## config.mk

```make
export PLATFORM = sky130hd
export DESIGN_NAME = dmawt_queue
export DESIGN_NICKNAME = d
export VERILOG_FILES = /design/src/rtl/dmawt_pkg.sv /design/src/rtl/dmawt_queue.sv
export SDC_FILE = /design/constraint.sdc
export NUM_CORES = 1
export LEC_CHECK = 0
export BUFFER_PORTS_ARGS = -buffer_cell sky130_fd_sc_hd__buf_2
export CAP_MARGIN = 20
export CORE_MARGIN = 2
export CORE_UTILIZATION = 45
export CTS_CLUSTER_DIAMETER = 200
export CTS_CLUSTER_SIZE = 10
export DETAILED_ROUTE_END_ITERATION = 12
export PLACE_DENSITY_LB_ADDON = 0.1
export SYNTH_ARGS = -nofsm -noshare
export SYNTH_HDL_FRONTEND = slang
export SYNTH_SLANG_ARGS = --single-unit
```

## constraint.sdc

```tcl
create_clock -name clk -period 3.1 [get_ports clk]
set_input_delay 0.31 -clock clk [delete_from_list [all_inputs] [get_ports clk]]
set_output_delay 0.31 -clock clk [all_outputs]
set_load 0.02 [all_outputs]
```

## src/rtl/dmawt_pkg.sv

```systemverilog
// Shared types and constants of the address watch table.
package dmawt_pkg;

	localparam int DEF_SLOT_COUNT = 256;
	localparam int DEF_ADDR_BITS  = 48;
	localparam int DEF_COUNT_BITS = 32;
	localparam int SLOT_SHIFT     = 4;
	localparam int WATCHED_BITS   = 9;
	localparam int ACTION_BITS    = 2;
	localparam int OP_BITS        = 2;
	localparam int MAP_STEP_BITS  = 4;
	localparam int QUEUE_DEPTH    = 2;

	typedef enum logic [ACTION_BITS-1:0] {
		ACT_WATCH = 2'd0,
		ACT_TRACE = 2'd1,
		ACT_COPY  = 2'd2,
		ACT_READ  = 2'd3
	} action_t;

	typedef enum logic [OP_BITS-1:0] {
		OP_REPORT = 2'd0,
		OP_WATCH  = 2'd1,
		OP_TRACE  = 2'd2,
		OP_COPY   = 2'd3
	} op_t;

	typedef enum logic [1:0] {
		F_IDLE = 2'd0,
		F_MAP  = 2'd1,
		F_PUSH = 2'd2
	} front_state_t;

	typedef enum logic [1:0] {
		B_CLEAR = 2'd0,
		B_IDLE  = 2'd1,
		B_EVAL  = 2'd2,
		B_DST   = 2'd3
	} back_state_t;

endpackage

```

## src/rtl/dmawt_queue.sv

```systemverilog
// Small register queue between two parts of the watch table.
module dmawt_queue import dmawt_pkg::*; #(
	parameter int WIDTH = 8,
	parameter int DEPTH = QUEUE_DEPTH
) (
	input  logic             clk,
	input  logic             arst_n,
	input  logic             push,
	input  logic [WIDTH-1:0] wdata,
	output logic             full,
	input  logic             pop,
	output logic [WIDTH-1:0] rdata,
	output logic             empty
);

	localparam int PW = (DEPTH > 1) ? $clog2(DEPTH) : 1;
	localparam int CW = $clog2(DEPTH + 1);

	logic [WIDTH-1:0] entry_q [DEPTH];
	logic [PW-1:0]    wr_ptr_q, rd_ptr_q;
	logic [CW-1:0]    count_q;
	logic             do_push, do_pop;

	assign full    = (count_q == CW'(DEPTH));
	assign empty   = (count_q == '0);
	assign do_push = push & ~full;
	assign do_pop  = pop & ~empty;
	assign rdata   = entry_q[rd_ptr_q];

	always_ff @(posedge clk or negedge arst_n) begin
		if (!arst_n) begin
			wr_ptr_q <= '0;
			rd_ptr_q <= '0;
			count_q  <= '0;
		end else begin
			if (do_push) begin
				wr_ptr_q <= (wr_ptr_q == PW'(DEPTH - 1)) ? '0 : wr_ptr_q + 1'b1;
			end
			if (do_pop) begin
				rd_ptr_q <= (rd_ptr_q == PW'(DEPTH - 1)) ? '0 : rd_ptr_q + 1'b1;
			end
			if (do_push && !do_pop) begin
				count_q <= count_q + 1'b1;
			end else if (do_pop && !do_push) begin
				count_q <= count_q - 1'b1;
			end
		end
	end

	always_ff @(posedge clk) begin
		if (do_push) begin
			entry_q[wr_ptr_q] <= wdata;
		end
	end

endmodule

```

== After elaboration in Yosys (flattened, before gate mapping) ==
Memory sizes are Yosys's and may differ from the RTL's.
Cells that the tools add are included.
Storage, ports and cells
  register bits: 4
  bits in writable memories: 16
  bits of input ports: 12
  memories kept: 1
Memories
  entry_q: depth 2, width 8, rd ports 1, clocked after Yosys merged registers in 0, wr ports 1, line dmawt_queue.sv:19  | logic [WIDTH-1:0] entry_q [DEPTH];
Cells by class
  add/subtract/negate cells: 4
  equality and inequality tests: 1
  mux-type cells: 6
  bitwise logic cells: 4
  reductions and logical operators: 6
Operator list (count)
  2-to-1 mux 1 bit: 4
  2-to-1 mux 2 bit: 2
  adder 1 bit (second input constant): 2
  adder 2 x 1 -> 2 bit (second input constant): 1
  AND 1 bit: 2
  == test 2 bit (second input constant): 1
  logical AND 1 bit: 2
  zero test 1 bit: 2
  zero test 2 bit: 1
  NOT 1 bit: 2
  nonzero test 2 bit: 1
  subtractor 2 x 1 -> 2 bit (second input constant): 1

== Longest topological paths before layout ==
  depth after elaboration: 7
  depth in mapped cells: 7

== Worst setup path before layout ==
OpenSTA, ideal clock, no wires.
  path type: reg-to-reg
  from: reg count_q[0]
  to: mem entry_q[0][0] (enable)
  library setup time: 0.370 ns
  arrival: 1.022 ns
  slack: 1.708 ns
  cell stages (with the launch flop): 4
  path buffers: 0
  clock period less this slack: 1.392 ns
  cells stage by stage: dfrtp_1 > nand2b_1 > nand2_2 > nor2_1
Between the ends
  word-level cells in the longest chain between the ends: 5
RTL lines
  from (decl): line dmawt_queue.sv:21  | logic [CW-1:0] count_q;
  from (signal assigned): line dmawt_queue.sv:43  | count_q <= count_q + 1'b1;
  from (signal assigned): line dmawt_queue.sv:45  | count_q <= count_q - 1'b1;
  == test 2 bit: line dmawt_queue.sv:24  | assign full = (count_q == CW'(DEPTH));
  NOT 1 bit: line dmawt_queue.sv:26  | assign do_push = push & ~full;
  AND 1 bit: line dmawt_queue.sv:26
  2-to-1 mux 1 bit: line dmawt_queue.sv:51  | if (do_push) begin
  2-to-1 mux 1 bit (not written as such): line dmawt_queue.sv:52  | entry_q[wr_ptr_q] <= wdata;
  to (decl): line dmawt_queue.sv:19
No other way between the ends.

== Worst setup path in the final report ==
  from: reg rd_ptr_q
  to: out rdata[7]
Between the ends
  word-level cells in the longest chain between the ends: 1
RTL lines
  from (decl): line dmawt_queue.sv:20  | logic [PW-1:0] wr_ptr_q, rd_ptr_q;
  from (signal assigned): line dmawt_queue.sv:40  | rd_ptr_q <= (rd_ptr_q == PW'(DEPTH - 1)) ? '0 : rd_ptr_q + 1'b1;
  memory (2 x 8 bit)
  to (decl): line dmawt_queue.sv:12  | output logic [WIDTH-1:0] rdata,
No other way between the ends.

==> results.json <==
{
  "crit_cells": 2,
  "fmax_mhz": 578,
  "crit_path_end_kind": "output pin",
  "gp_congestion": 0.662,
  "p_leak_nw": 0.393,
  "dieArea_sq_um": 2090,
  "clk_latency_ns": 0.29,
  "ys_ff_latch": 20,
  "worst_pin_slew_ns": 0.647,
  "path_buf_inv": 1,
  "syn_avg_cell_area_sq_um": 17.8,
  "ys_async_sr_fraction": 0.200,
  "ant_nets": 0,
  "ys_warn_count": 0,
  "crit_end": "rdata[7]",
  "critPathLaunchType": "flop",
  "worstPathCellList": "mux2_2 > buf_2",
  "viasPerCell": 5.07,
  "crit_type": "reg -> out",
  "slew_violations": 0,
  "diodes": 0,
  "cts_buffers": 3,
  "finalHoldViolCount": 0,
  "status": "finished, final reports clean",
  "port_buffers": 21,
  "p_int_mw": 0.565,
  "num_rows": 15,
  "vias": 436,
  "clk_pin_slew_worst_paths_ns": 0.10,
  "antenna_found_initial": 0,
  "yosys-top-cells-area": "edfxtp_1 (61%), dfrtp_1 (13%), mux2_1 (8.6%)",
  "drc_errors": 0,
  "placed_cells": 81,
  "post-route-min-period_ns": 1.73,
  "num-fill-cells": 138,
  "fin_skew_ns": 0.00424,
  "ys.flop_type": "edfxtp_1",
  "clk_path_buf_depth": 2,
  "dpl.hpwl_microns": 808,
  "hp-class": "in -> reg",
  "netlist_top_cells_count": "edfxtp_1 (16), mux2_1 (6), dfrtp_1 (4)",
  "drt-pass1-iter-count": 2,
  "grt_pass1_wl_microns": 1680,
  "p_sw_mw": 0.310,
  "seq_area_sq_um": 581,
  "grt_max_degree": 12,
  "ir_worst_vdd_v": 0.000493,
  "synth_cell_type_count": 15,
  "p_seq_frac": 0.497,
  "drive_above_1_share": 0.406,
  "finalWirelength_microns": 1110,
  "power.share.clock": 0.140,
  "htree_levels": 1,
  "r2r_cells": 3,
  "overflow": 0,
  "io_pins": 22,
  "nets": 83,
  "crit_path_start": "rd_ptr_q",
  "chipHeight_microns": 45.7,
  "die_x_microns": 45.7,
  "drtIter0Drc": 1,
  "synth_area_leader_cell": "edfxtp_1",
  "yosysMostFrequentCell": "edfxtp_1",
  "grt_usage": 0.120,
  "hold_depth": 1,
  "swShare": 0.355,
  "slew_headroom": 0.567,
  "regToRegSetupSlack_ns": 1.53,
  "comb_power_share": 0.362,
  "yosys.area.top_type_share": 0.614,
  "cp.required_ns": 2.79,
  "post_cts_buffers": 0,
  "synthesis.instances": 44,
  "core-area_sq_um": 1670,
  "ctsResizeCount": 0,
  "timing.rr.start": "count_q[0]",
  "synth_area_sq_um": 782,
  "grt_pass1_vias": 365,
  "cp_max_fo": 9,
  "arrival_ns": 1.42,
  "path_delay_family": "flip-flops",
  "power.density_nw_per_um2": 931,
  "synth_edf_count": 16,
  "worst_r2r_endpoint": "entry_q[0][7]",
  "crit_path_top_delay_cell": "dfrtp_1",
  "start_util": 0.468,
  "wire_per_inst_microns": 12.9,
  "cts_sinks": 20,
  "fin_cells": 86,
  "setup-tns-final_ns": 0,
  "drv_cap": 0,
  "cts_tree": "done",
  "critical-path-max-stage-delay_ns": 0.59,
  "cts_root_buffer": "clkbuf_4",
  "cts_hold_buf": 1,
  "rsz0062_at_grt": "no",
  "multi_input_area_sq_um": 189,
  "setup_viol": 0,
  "syn2layout_area_growth_pct": 20.2,
  "period_share": 0.558,
  "syn_nets": 57,
  "synth-seq-area-share": 0.742
}
cell families (layout without fill, tap and decap cells):
kind of cell    count (synthesis)  in the layout  synth area share
flops                          20             20             0.742
mux                             8              8             0.115
simple gates                    6              6            0.0384
xor+xnor                        5              5            0.0656
buf+inv                         3             28            0.0160
fa+ha+maj                       1              1            0.0160
compound gates                  1              1           0.00639
area by class of cell:
type | count | share of cell area
Timing Repair Buffer | 22 | 0.123
Tap cell | 17 | 0.0226
Sequential cell | 20 | 0.618
Inverter | 2 | 0.00799
Multi-Input combinational cell | 21 | 0.201
Clock buffer | 4 | 0.0280
power groups by stage:
stage / Clock (mW) / Sequential [mW] / Combinational [mW]
after floorplan: 0 / 0.409 / 0.259
after global placement: 0 / 0.439 / 0.317
after detailed placement: 0 / 0.442 / 0.321
after CTS: 0.125 / 0.437 / 0.323
after global routing: 0.140 / 0.444 / 0.340
final: 0.123 / 0.435 / 0.317
cells in the final DEF (no fill, tap or decap):
cell           Yosys  routed
mux2_1             6       6
o21ai_1            1       1
ha_1               1       1
nand2_2            1       1
edfxtp_1          16      16
dlygate4sd3_1      0       1
buf_2              1      21
mux2_2             2       2
dfrtp_1            4       4
xnor2_2            1       1
nor2_1             3       3
inv_1              2       2
and3_1             1       1
clkbuf_1           0       1
xor2_1             2       2
clkbuf_4           0       3
nand2b_1           1       1
xnor2_1            2       2
registers in the layout, indices dropped and copies added, names as in the netlist:
signal and count:
count_q 2, entry_q 16, rd_ptr_q 1, wr_ptr_q 1
stage by stage:
stage                     instance area (sq um)  power, mW  setup slack [ns]  hold WS (ns)   util
after floorplan                             782      0.668              1.71        0.0144      -
after global placement                      903      0.756              1.56         0.123  0.541
after detailed placement                    903      0.764              1.52         0.125  0.541
after CTS                                   940      0.886              1.34         0.189  0.563
after global routing                        940      0.924              1.29         0.184  0.563
final                                       940      0.875              1.37         0.195  0.563
worst reg2reg max path: stages, from the launching register on:
cell,delay [ns]
dfrtp_1,0.44
nand2b_1,0.18
nand2_2,0.09
nor2_1,0.51
how the worst min path moves through the flow:
stage | to | start | slack, ns
3_5_place_dp | rd_ptr_q | arst_n | 0.12
2_1_floorplan | count_q[0] | arst_n | 0.01
4_1_cts | entry_q[1][5] | wdata[5] | 0.19
5_1_grt | entry_q[1][6] | wdata[6] | 0.18
3_3_place_gp | rd_ptr_q | arst_n | 0.12
6_report | entry_q[1][5] | wdata[5] | 0.20
routing by layer:
layer / global-route usage / part of all wire
met1: 0.160 / 0.47
met2: 0.189 / 0.46
met3: 0.0357 / 0.062
met4: 0.0353 / 0
met5: 0 / 0
No activity file was read; power rests on OpenSTA's default activity.
