==> src/rtl/dmawt_pkg.sv <==
// Shared types and constants of the address watch table.
package dmawt_pkg;

	localparam int DEF_SLOT_COUNT = 256;
	localparam int DEF_ADDR_BITS  = 48;
	localparam int DEF_COUNT_BITS = 32;
	localparam int SLOT_SHIFT     = 4;
	localparam int WATCHED_BITS   = 9;
	localparam int ACTION_BITS    = 2;
	localparam int OP_BITS        = 2;
	localparam int MAP_STEP_BITS  = 4;
	localparam int QUEUE_DEPTH    = 2;

	typedef enum logic [ACTION_BITS-1:0] {
		ACT_WATCH = 2'd0,
		ACT_TRACE = 2'd1,
		ACT_COPY  = 2'd2,
		ACT_READ  = 2'd3
	} action_t;

	typedef enum logic [OP_BITS-1:0] {
		OP_REPORT = 2'd0,
		OP_WATCH  = 2'd1,
		OP_TRACE  = 2'd2,
		OP_COPY   = 2'd3
	} op_t;

	typedef enum logic [1:0] {
		F_IDLE = 2'd0,
		F_MAP  = 2'd1,
		F_PUSH = 2'd2
	} front_state_t;

	typedef enum logic [1:0] {
		B_CLEAR = 2'd0,
		B_IDLE  = 2'd1,
		B_EVAL  = 2'd2,
		B_DST   = 2'd3
	} back_state_t;

endpackage

==> src/rtl/dmawt_front.sv <==
// Front end: accept requests, map addresses to slots, classify into table commands.
module dmawt_front import dmawt_pkg::*; #(
	parameter int SLOT_COUNT = DEF_SLOT_COUNT,
	parameter int ADDR_BITS  = DEF_ADDR_BITS
) (
	input  logic                                                clk,
	input  logic                                                arst_n,
	input  logic                                                push,
	output logic                                                full,
	input  logic [ACTION_BITS-1:0]                              action,
	input  logic [ADDR_BITS-1:0]                                addr,
	input  logic [ADDR_BITS-1:0]                                to_addr,
	input  logic [7:0]                                          slot_index,
	input  logic                                                watch_enable,
	input  logic                                                clearing,
	output logic                                                cmd_push,
	output logic [OP_BITS+2*$clog2(SLOT_COUNT)+2*ADDR_BITS-1:0] cmd_data,
	input  logic                                                cmd_full
);

	localparam int SLOT_BITS = $clog2(SLOT_COUNT);
	localparam int KEY_BITS  = ADDR_BITS - SLOT_SHIFT;
	localparam int MAP_STEPS = (KEY_BITS + MAP_STEP_BITS - 1) / MAP_STEP_BITS;
	localparam int PAD_BITS  = MAP_STEPS * MAP_STEP_BITS;
	localparam bit IS_POW2   = ((SLOT_COUNT & (SLOT_COUNT - 1)) == 0);

	front_state_t             state_q, state_d;
	action_t                  action_s1;
	logic [ADDR_BITS-1:0]     addr_s1, to_addr_s1;
	logic [SLOT_BITS-1:0]     src_map, dst_map, idx_map, src_slot;
	logic                     map_done, accept, mapping;
	logic                     addr_nz, to_nz;
	op_t                      op;

	assign accept  = push & ~full;
	assign mapping = (state_q == F_MAP);

	// Slot = (address >> 4) mod SLOT_COUNT
	if (IS_POW2) begin : g_pow2
		logic [7:0]          index_s1;
		logic [PAD_BITS-1:0] idx_ext;

		always_ff @(posedge clk) begin
			if (accept) begin
				index_s1 <= slot_index;
			end
		end

		assign idx_ext  = PAD_BITS'(index_s1);
		assign src_map  = addr_s1[SLOT_SHIFT +: SLOT_BITS];
		assign dst_map  = to_addr_s1[SLOT_SHIFT +: SLOT_BITS];
		assign idx_map  = idx_ext[SLOT_BITS-1:0];
		assign map_done = 1'b1;
	end else begin : g_div
		localparam int STEP_W = $clog2(MAP_STEPS);
		localparam logic [SLOT_BITS:0] MODULUS = (SLOT_BITS + 1)'(SLOT_COUNT);

		logic [PAD_BITS-1:0]  key_a_q, key_t_q, key_i_q;
		logic [SLOT_BITS-1:0] rem_a_q, rem_t_q, rem_i_q;
		logic [STEP_W-1:0]    step_q;

		// Shift a few key bits into a remainder, restoring one bit at a time.
		function automatic logic [SLOT_BITS-1:0] rem_step(
			input logic [SLOT_BITS-1:0]     rem,
			input logic [MAP_STEP_BITS-1:0] bits
		);
			logic [SLOT_BITS:0]   t;
			logic [SLOT_BITS-1:0] r;
			r = rem;
			for (int i = MAP_STEP_BITS - 1; i >= 0; i--) begin
				t = {r, bits[i]};
				if (t >= MODULUS) begin
					t = t - MODULUS;
				end
				r = t[SLOT_BITS-1:0];
			end
			return r;
		endfunction

		always_ff @(posedge clk) begin
			if (accept) begin
				key_a_q <= PAD_BITS'(addr[ADDR_BITS-1:SLOT_SHIFT]);
				key_t_q <= PAD_BITS'(to_addr[ADDR_BITS-1:SLOT_SHIFT]);
				key_i_q <= PAD_BITS'(slot_index);
				rem_a_q <= '0;
				rem_t_q <= '0;
				rem_i_q <= '0;
				step_q  <= '0;
			end else if (mapping) begin
				key_a_q <= key_a_q << MAP_STEP_BITS;
				key_t_q <= key_t_q << MAP_STEP_BITS;
				key_i_q <= key_i_q << MAP_STEP_BITS;
				rem_a_q <= rem_step(rem_a_q, key_a_q[PAD_BITS-1 -: MAP_STEP_BITS]);
				rem_t_q <= rem_step(rem_t_q, key_t_q[PAD_BITS-1 -: MAP_STEP_BITS]);
				rem_i_q <= rem_step(rem_i_q, key_i_q[PAD_BITS-1 -: MAP_STEP_BITS]);
				step_q  <= step_q + 1'b1;
			end
		end

		assign src_map  = rem_a_q;
		assign dst_map  = rem_t_q;
		assign idx_map  = rem_i_q;
		assign map_done = (step_q == STEP_W'(MAP_STEPS - 1));
	end

	always_ff @(posedge clk) begin
		if (accept) begin
			action_s1  <= action_t'(action);
			addr_s1    <= addr;
			to_addr_s1 <= to_addr;
		end
	end

	always_ff @(posedge clk or negedge arst_n) begin
		if (!arst_n) begin
			state_q <= F_IDLE;
		end else begin
			state_q <= state_d;
		end
	end

	always_comb begin
		state_d  = state_q;
		full     = clearing | mapping | ((state_q == F_PUSH) & cmd_full);
		cmd_push = 1'b0;
		case (state_q)
			F_IDLE: begin
				if (accept) begin
					state_d = IS_POW2 ? F_PUSH : F_MAP;
				end
			end
			F_MAP: begin
				if (map_done) begin
					state_d = F_PUSH;
				end
			end
			F_PUSH: begin
				if (!cmd_full) begin
					cmd_push = 1'b1;
					if (accept) begin
						state_d = IS_POW2 ? F_PUSH : F_MAP;
					end else begin
						state_d = F_IDLE;
					end
				end
			end
			default: state_d = F_IDLE;
		endcase
	end

	// Drop disabled or zero-address actions down to a plain report.
	assign addr_nz = (addr_s1 != '0);
	assign to_nz   = (to_addr_s1 != '0);

	always_comb begin
		src_slot = src_map;
		case (action_s1)
			ACT_WATCH: op = (watch_enable && addr_nz) ? OP_WATCH : OP_REPORT;
			ACT_TRACE: op = addr_nz ? OP_TRACE : OP_REPORT;
			ACT_COPY:  op = (watch_enable && addr_nz && to_nz) ? OP_COPY : OP_REPORT;
			ACT_READ: begin
				op       = OP_REPORT;
				src_slot = idx_map;
			end
			default:   op = OP_REPORT;
		endcase
	end

	assign cmd_data = {op, src_slot, dst_map, addr_s1, to_addr_s1};

endmodule

==> config.mk <==
export PLATFORM = sky130hd
export DESIGN_NAME = dmawt_front
export DESIGN_NICKNAME = d
export VERILOG_FILES = /design/src/rtl/dmawt_pkg.sv /design/src/rtl/dmawt_front.sv
export SDC_FILE = /design/constraint.sdc
export NUM_CORES = 1
export LEC_CHECK = 0
export BUFFER_PORTS_ARGS = -buffer_cell sky130_fd_sc_hd__buf_4
export CAP_MARGIN = 25
export CORE_ASPECT_RATIO = 0.5
export CORE_MARGIN = 5
export CORE_UTILIZATION = 38
export CTS_CLUSTER_DIAMETER = 150
export DETAILED_ROUTE_END_ITERATION = 10
export PLACE_DENSITY = 0.72
export RECOVER_POWER = 50
export SLEW_MARGIN = 20
export SYNTH_ARGS = -nofsm -noshare
export SYNTH_HDL_FRONTEND = slang
export SYNTH_SLANG_ARGS = --single-unit
export TNS_END_PERCENT = 50
==> constraint.sdc <==
create_clock -name clk -period 3.8 [get_ports clk]
set_input_delay 0.76 -clock clk [delete_from_list [all_inputs] [get_ports clk]]
set_output_delay 0.76 -clock clk [all_outputs]
set_load 0.01 [all_outputs]
=== Word-level counts from Yosys, hierarchy flattened ===
Cells that the tools add are included.

* Equality and inequality tests: 7
* Muxes and demuxes: 11
* Bitwise gates (word level): 5
* Reductions and logical operators: 7

{| class="wikitable"
|+ Operators by type and width
! operator !! count
|-
| nonzero test 48 bit || 2
|-
| 2-to-1 mux 2 bit || 5
|-
| 2-to-1 mux 8 bit || 1
|-
| case mux 2 bit (4 select lines) || 1
|-
| == test 2 bit (second input constant) || 3
|-
| case mux 2 bit (3 select lines) || 1
|-
| == test 2 x 1 -> 1 bit (second input constant) || 2
|-
| zero test 2 bit || 2
|-
| != test 2 bit (second input constant) || 2
|-
| 2-to-1 mux 1 bit || 3
|-
| bitwise AND 1 bit || 2
|-
| logical AND 1 bit || 2
|-
| OR 1 bit || 2
|-
| AND reduction 2 bit || 1
|-
| NOT 1 bit || 1
|}

* Register bits: 108
* Output and inout port bits: 116

=== Longest topological paths before layout ===
* Depth after elaboration: 8
* Depth in mapped cells: 4
* Depth with buffers taken out: 4

=== Least setup slack after synthesis ===
OpenSTA, ideal clock, no wires.

* Path type: input port to flip-flop
* Start: in cmd_full
* End: reg action_s1[0], enable pin
* Setup time: 0.478 ns
* Data arrival time: 3.400 ns
* Data required time: 3.322 ns
* Slack: -0.078 ns
* Stages on the path: 2
* Path buffers: 0
* Cells stage by stage: a21oi_1 -> and2_1

* Longest elaborated chain between the ends: 4

{| class="wikitable"
|+ RTL lines
! what !! RTL line !! source
|-
| start, declared || dmawt_front.sv:18 || <nowiki>input logic cmd_full</nowiki>
|-
| bitwise AND 1 bit || dmawt_front.sv:124 || <nowiki>full = clearing | mapping | ((state_q == F_PUSH) & cmd_full);</nowiki>
|-
| OR 1 bit || dmawt_front.sv:124 ||
|-
| NOT 1 bit || dmawt_front.sv:35 || <nowiki>assign accept = push & ~full;</nowiki>
|-
| bitwise AND 1 bit || dmawt_front.sv:35 ||
|-
| via accept || dmawt_front.sv:31 || <nowiki>logic map_done, accept, mapping;</nowiki>
|-
| end signal, assigned || dmawt_front.sv:108 || <nowiki>action_s1 <= action_t'(action);</nowiki>
|-
| end, declared || dmawt_front.sv:28 || <nowiki>action_t action_s1;</nowiki>
|}

The timed path passes the listed nets, and every way through them passes these cells.
A chain may end at the register's enable or synchronous reset.

=== Worst setup path after layout ===
* Start: reg addr_s1[1]
* End: out cmd_data[113]

* Longest elaborated chain between the ends: 5

{| class="wikitable"
|+ RTL lines
! what !! RTL line !! source
|-
| start, declared || dmawt_front.sv:29 || <nowiki>logic [ADDR_BITS-1:0] addr_s1, to_addr_s1;</nowiki>
|-
| start signal, assigned || dmawt_front.sv:109 || <nowiki>addr_s1 <= addr;</nowiki>
|-
| nonzero test 48 bit * || dmawt_front.sv:152 || <nowiki>assign addr_nz = (addr_s1 != '0);</nowiki>
|-
| logical AND 1 bit (2 in series) || dmawt_front.sv:160 || <nowiki>ACT_COPY: op = (watch_enable && addr_nz && to_nz) ? OP_COPY : OP_REPORT;</nowiki>
|-
| 2-to-1 mux 2 bit || dmawt_front.sv:160 ||
|-
| case mux 2 bit (4 select lines) * || dmawt_front.sv:157 || <nowiki>case (action_s1)</nowiki>
|-
| end, declared || dmawt_front.sv:17 || <nowiki>output logic [OP_BITS+2*$clog2(SLOT_COUNT)+2*ADDR_BITS-1:0] cmd_data,</nowiki>
|}

Mark *: on every way between the ends. The rest lies on a longest branch, timed or not.

==> results_dict.tcl <==
set metrics [dict create \
    pwr-share-seq_pct 54.3 \
    area_growth_pct 52.7 \
    grt_max_degree 52 \
    ctsResizeCount 0 \
    drv_slew 0 \
    p_leak_nw 2.10 \
    netSwitchingPower_mw 0.507 \
    worst_pin_slew_ns 0.683 \
    synth.cell_area_sq_um 3660 \
    cp_max_fo 2 \
    layout_common_cells "106 x edfxtp_1, 104 x clkbuf_4, 64 x buf_4, 62 x clkbuf_1, 18 x nor4_1" \
    fin_crit_ns 2.62 \
    dp_hpwl_mm 8.50 \
    synth.top_cell.area_share_pct 87.0 \
    drt_iter0_markers 123 \
    die_area_sq_um 11800 \
    ys_ff_latch 107 \
    cts_tree "yes" \
    drc 0 \
    grt_pass1_vias 2758 \
    crit_chain "nor4_1, nand4_1, nor3_1, nor3_1, buf_4" \
    drive_gt1_share_pct 48.5 \
    placedCellCount 523 \
    seqCellArea_sq_um 3210 \
    slowest_delay_ns 0.41 \
    arrival_ns 1.86 \
    cts-root-buf "clkbuf_16" \
    comb_power_share_pct 8.6 \
    die_w_microns 149 \
    path_clk_slew_ns 0.06 \
    clock_latency_ns 0.33 \
    coreArea_sq_um 9420 \
    rsz0062_at_grt "no" \
    fp.dieH_microns 79.4 \
    drtPass1Iterations 4 \
    fillers 785 \
    crit_top_cell "nor3_1" \
    hp-class "input port to asynchronous set/reset pin" \
    final_common_cell "edfxtp_1" \
    vias_per_cell 4.64 \
    p_sw_share_pct 19.8 \
    synth_warnings 0 \
    slew_headroom_pct 54.4 \
    synth_cell_type_count 19 \
    yosys-top-cells-area "edfxtp_1 87%, nor4_1 3.1%, mux2_2 2.5%, nor4_2 1.7%, buf_4 1.6%" \
    rows 25 \
    clock_power_share_pct 37.1 \
    synth_area_leader_cell "edfxtp_1" \
    fin_util_pct 59.3 \
    grt_usage_pct 17.4 \
    fin_skew_ns 0.00396 \
    grt_pass1_wl_mm 15.4 \
    port-buffer-count 227 \
    post-route-period-util_pct 69.0 \
    maxCapViolCount 0 \
    worst_path_max_delay_cell "edfxtp_1" \
    ir_drop_v 0.000263 \
    route.vias.total 2501 \
    stdcell_count 539 \
    setup_tns_ns 0 \
    power_density_nw_per_um2 459 \
    cts_made_buffers 9 \
    cts_hold_repair.buffers 0 \
    diodes 0 \
    finalHoldViolCount 0 \
    setup.worst_path.class "flip-flop to output port" \
    crit_required_ns 3.04 \
    ios 228 \
    syn_avg_cell_area_sq_um 21.9 \
    clkSinkCount 107 \
    syn_nets 279 \
    h-tree-depth 3 \
    gp_congestion 0.820 \
    end_kind "output port" \
    start_kind "flip-flop" \
    postCtsSetupRepairBufs 0 \
    timing.fmax_mhz 381 \
    nets 511 \
    wl_per_cell_microns 19.2 \
    postSynthCellCount 167 \
    status "complete, no violations" \
    intPower_mw 2.06 \
    cts_buffer_depth 2 \
    ant_nets 0 \
    grt_remaining_overflow 0 \
    wl_mm 10.4 \
    antenna_found_initial 0 \
    multiInputGateArea_sq_um 388 \
    initial_core_util_pct 38.8 \
    setup_viol 0 \
    ys_seq_area_share_pct 87.7 \
]
## cell usage after synthesis
master / count
nor2_1: 1
dfrtp_1: 1
a21oi_1: 1
nor3b_1: 1
nor4_2: 5
mux2_2: 8
nor2b_1: 2
nand3_1: 1
and2_1: 1
mux2i_1: 1
nor3_1: 3
nor4b_1: 1
buf_4: 8
nand4_1: 5
a21o_1: 1
nand2_1: 2
nor4_1: 18
inv_1: 1
edfxtp_1: 106
## logic make-up (layout without fill, tap and decap cells)
group	after synthesis	in the layout	share of synthesized area, %
compound gates	2	2	0.342
buf+inv	9	246	1.74
flops	107	107	87.7
mux	9	9	2.74
simple gates	40	40	7.46
## path summary, 6_finish.rpt
kind	start	to	slack [ns]	cells after the start
setup / recovery	addr_s1[1]	cmd_data[113]	1.18	5
hold / removal	arst_n	state_q[1]	0.21	1
setup reg to reg	state_q[1]	to_addr_s1[13]	1.84	3
hold reg to reg	state_q[1]	state_q[1]	0.52	1
max in group asynchronous	arst_n	state_q[1]	3.50	1
min in group clk	state_q[1]	state_q[1]	0.52	1
## cell type report
class / instances / area share [%]
Inverter: 1 / 0.0672
Clock inverter: 5 / 1.39
Tap cell: 135 / 3.02
Multi-Input combinational cell: 51 / 6.94
Timing Repair Buffer: 229 / 27.0
Sequential cell: 107 / 57.4
Clock buffer: 11 / 4.17
## registers in the layout, summed over array words and instances (netlist names)
signal and cells:
addr_s1 48, to_addr_s1 48, action_s1 2, g_pow2.index_s1 8
state_q 1
## metal layers
metal	share of wire [%]	wire, microns	global-route usage [%]
met1	34	3560	18.1
met2	57	5940	33.1
met3	5.7	588	4.99
met4	2.7	283	7.21
met5	0	0	0
## critical path: cells and delay by family (launching register included)
| family | cells | cell delay [ns] |
|---|---|---|
| simple gates | 4 | 0.97 |
| buf+inv | 1 | 0.16 |
| flops | 1 | 0.41 |
## power groups by stage
stage / clock network, mW / logic [mW] / registers, mW
global route: 1.03 / 0.236 / 1.40
global placement: 0 / 0.246 / 1.42
finish: 0.952 / 0.220 / 1.39
CTS: 0.975 / 0.251 / 1.39
detailed placement: 0 / 0.250 / 1.42
floorplan: 0 / 0.0443 / 1.44
## per-stage QoR
stage | cell area (sq um) | power, mW | hold WS, ns | setup slack (ns)
after CTS | 5810 | 2.62 | 0.176 | 1.09
after detailed placement | 5500 | 1.67 | 0.493 | 1.36
final | 5590 | 2.57 | 0.214 | 1.18
after global placement | 5500 | 1.66 | 0.484 | 1.44
after global routing | 5590 | 2.67 | 0.194 | 0.960
after floorplan | 3660 | 1.48 | 0.464 | 1.11
No activity file was read; power rests on OpenSTA's default activity.
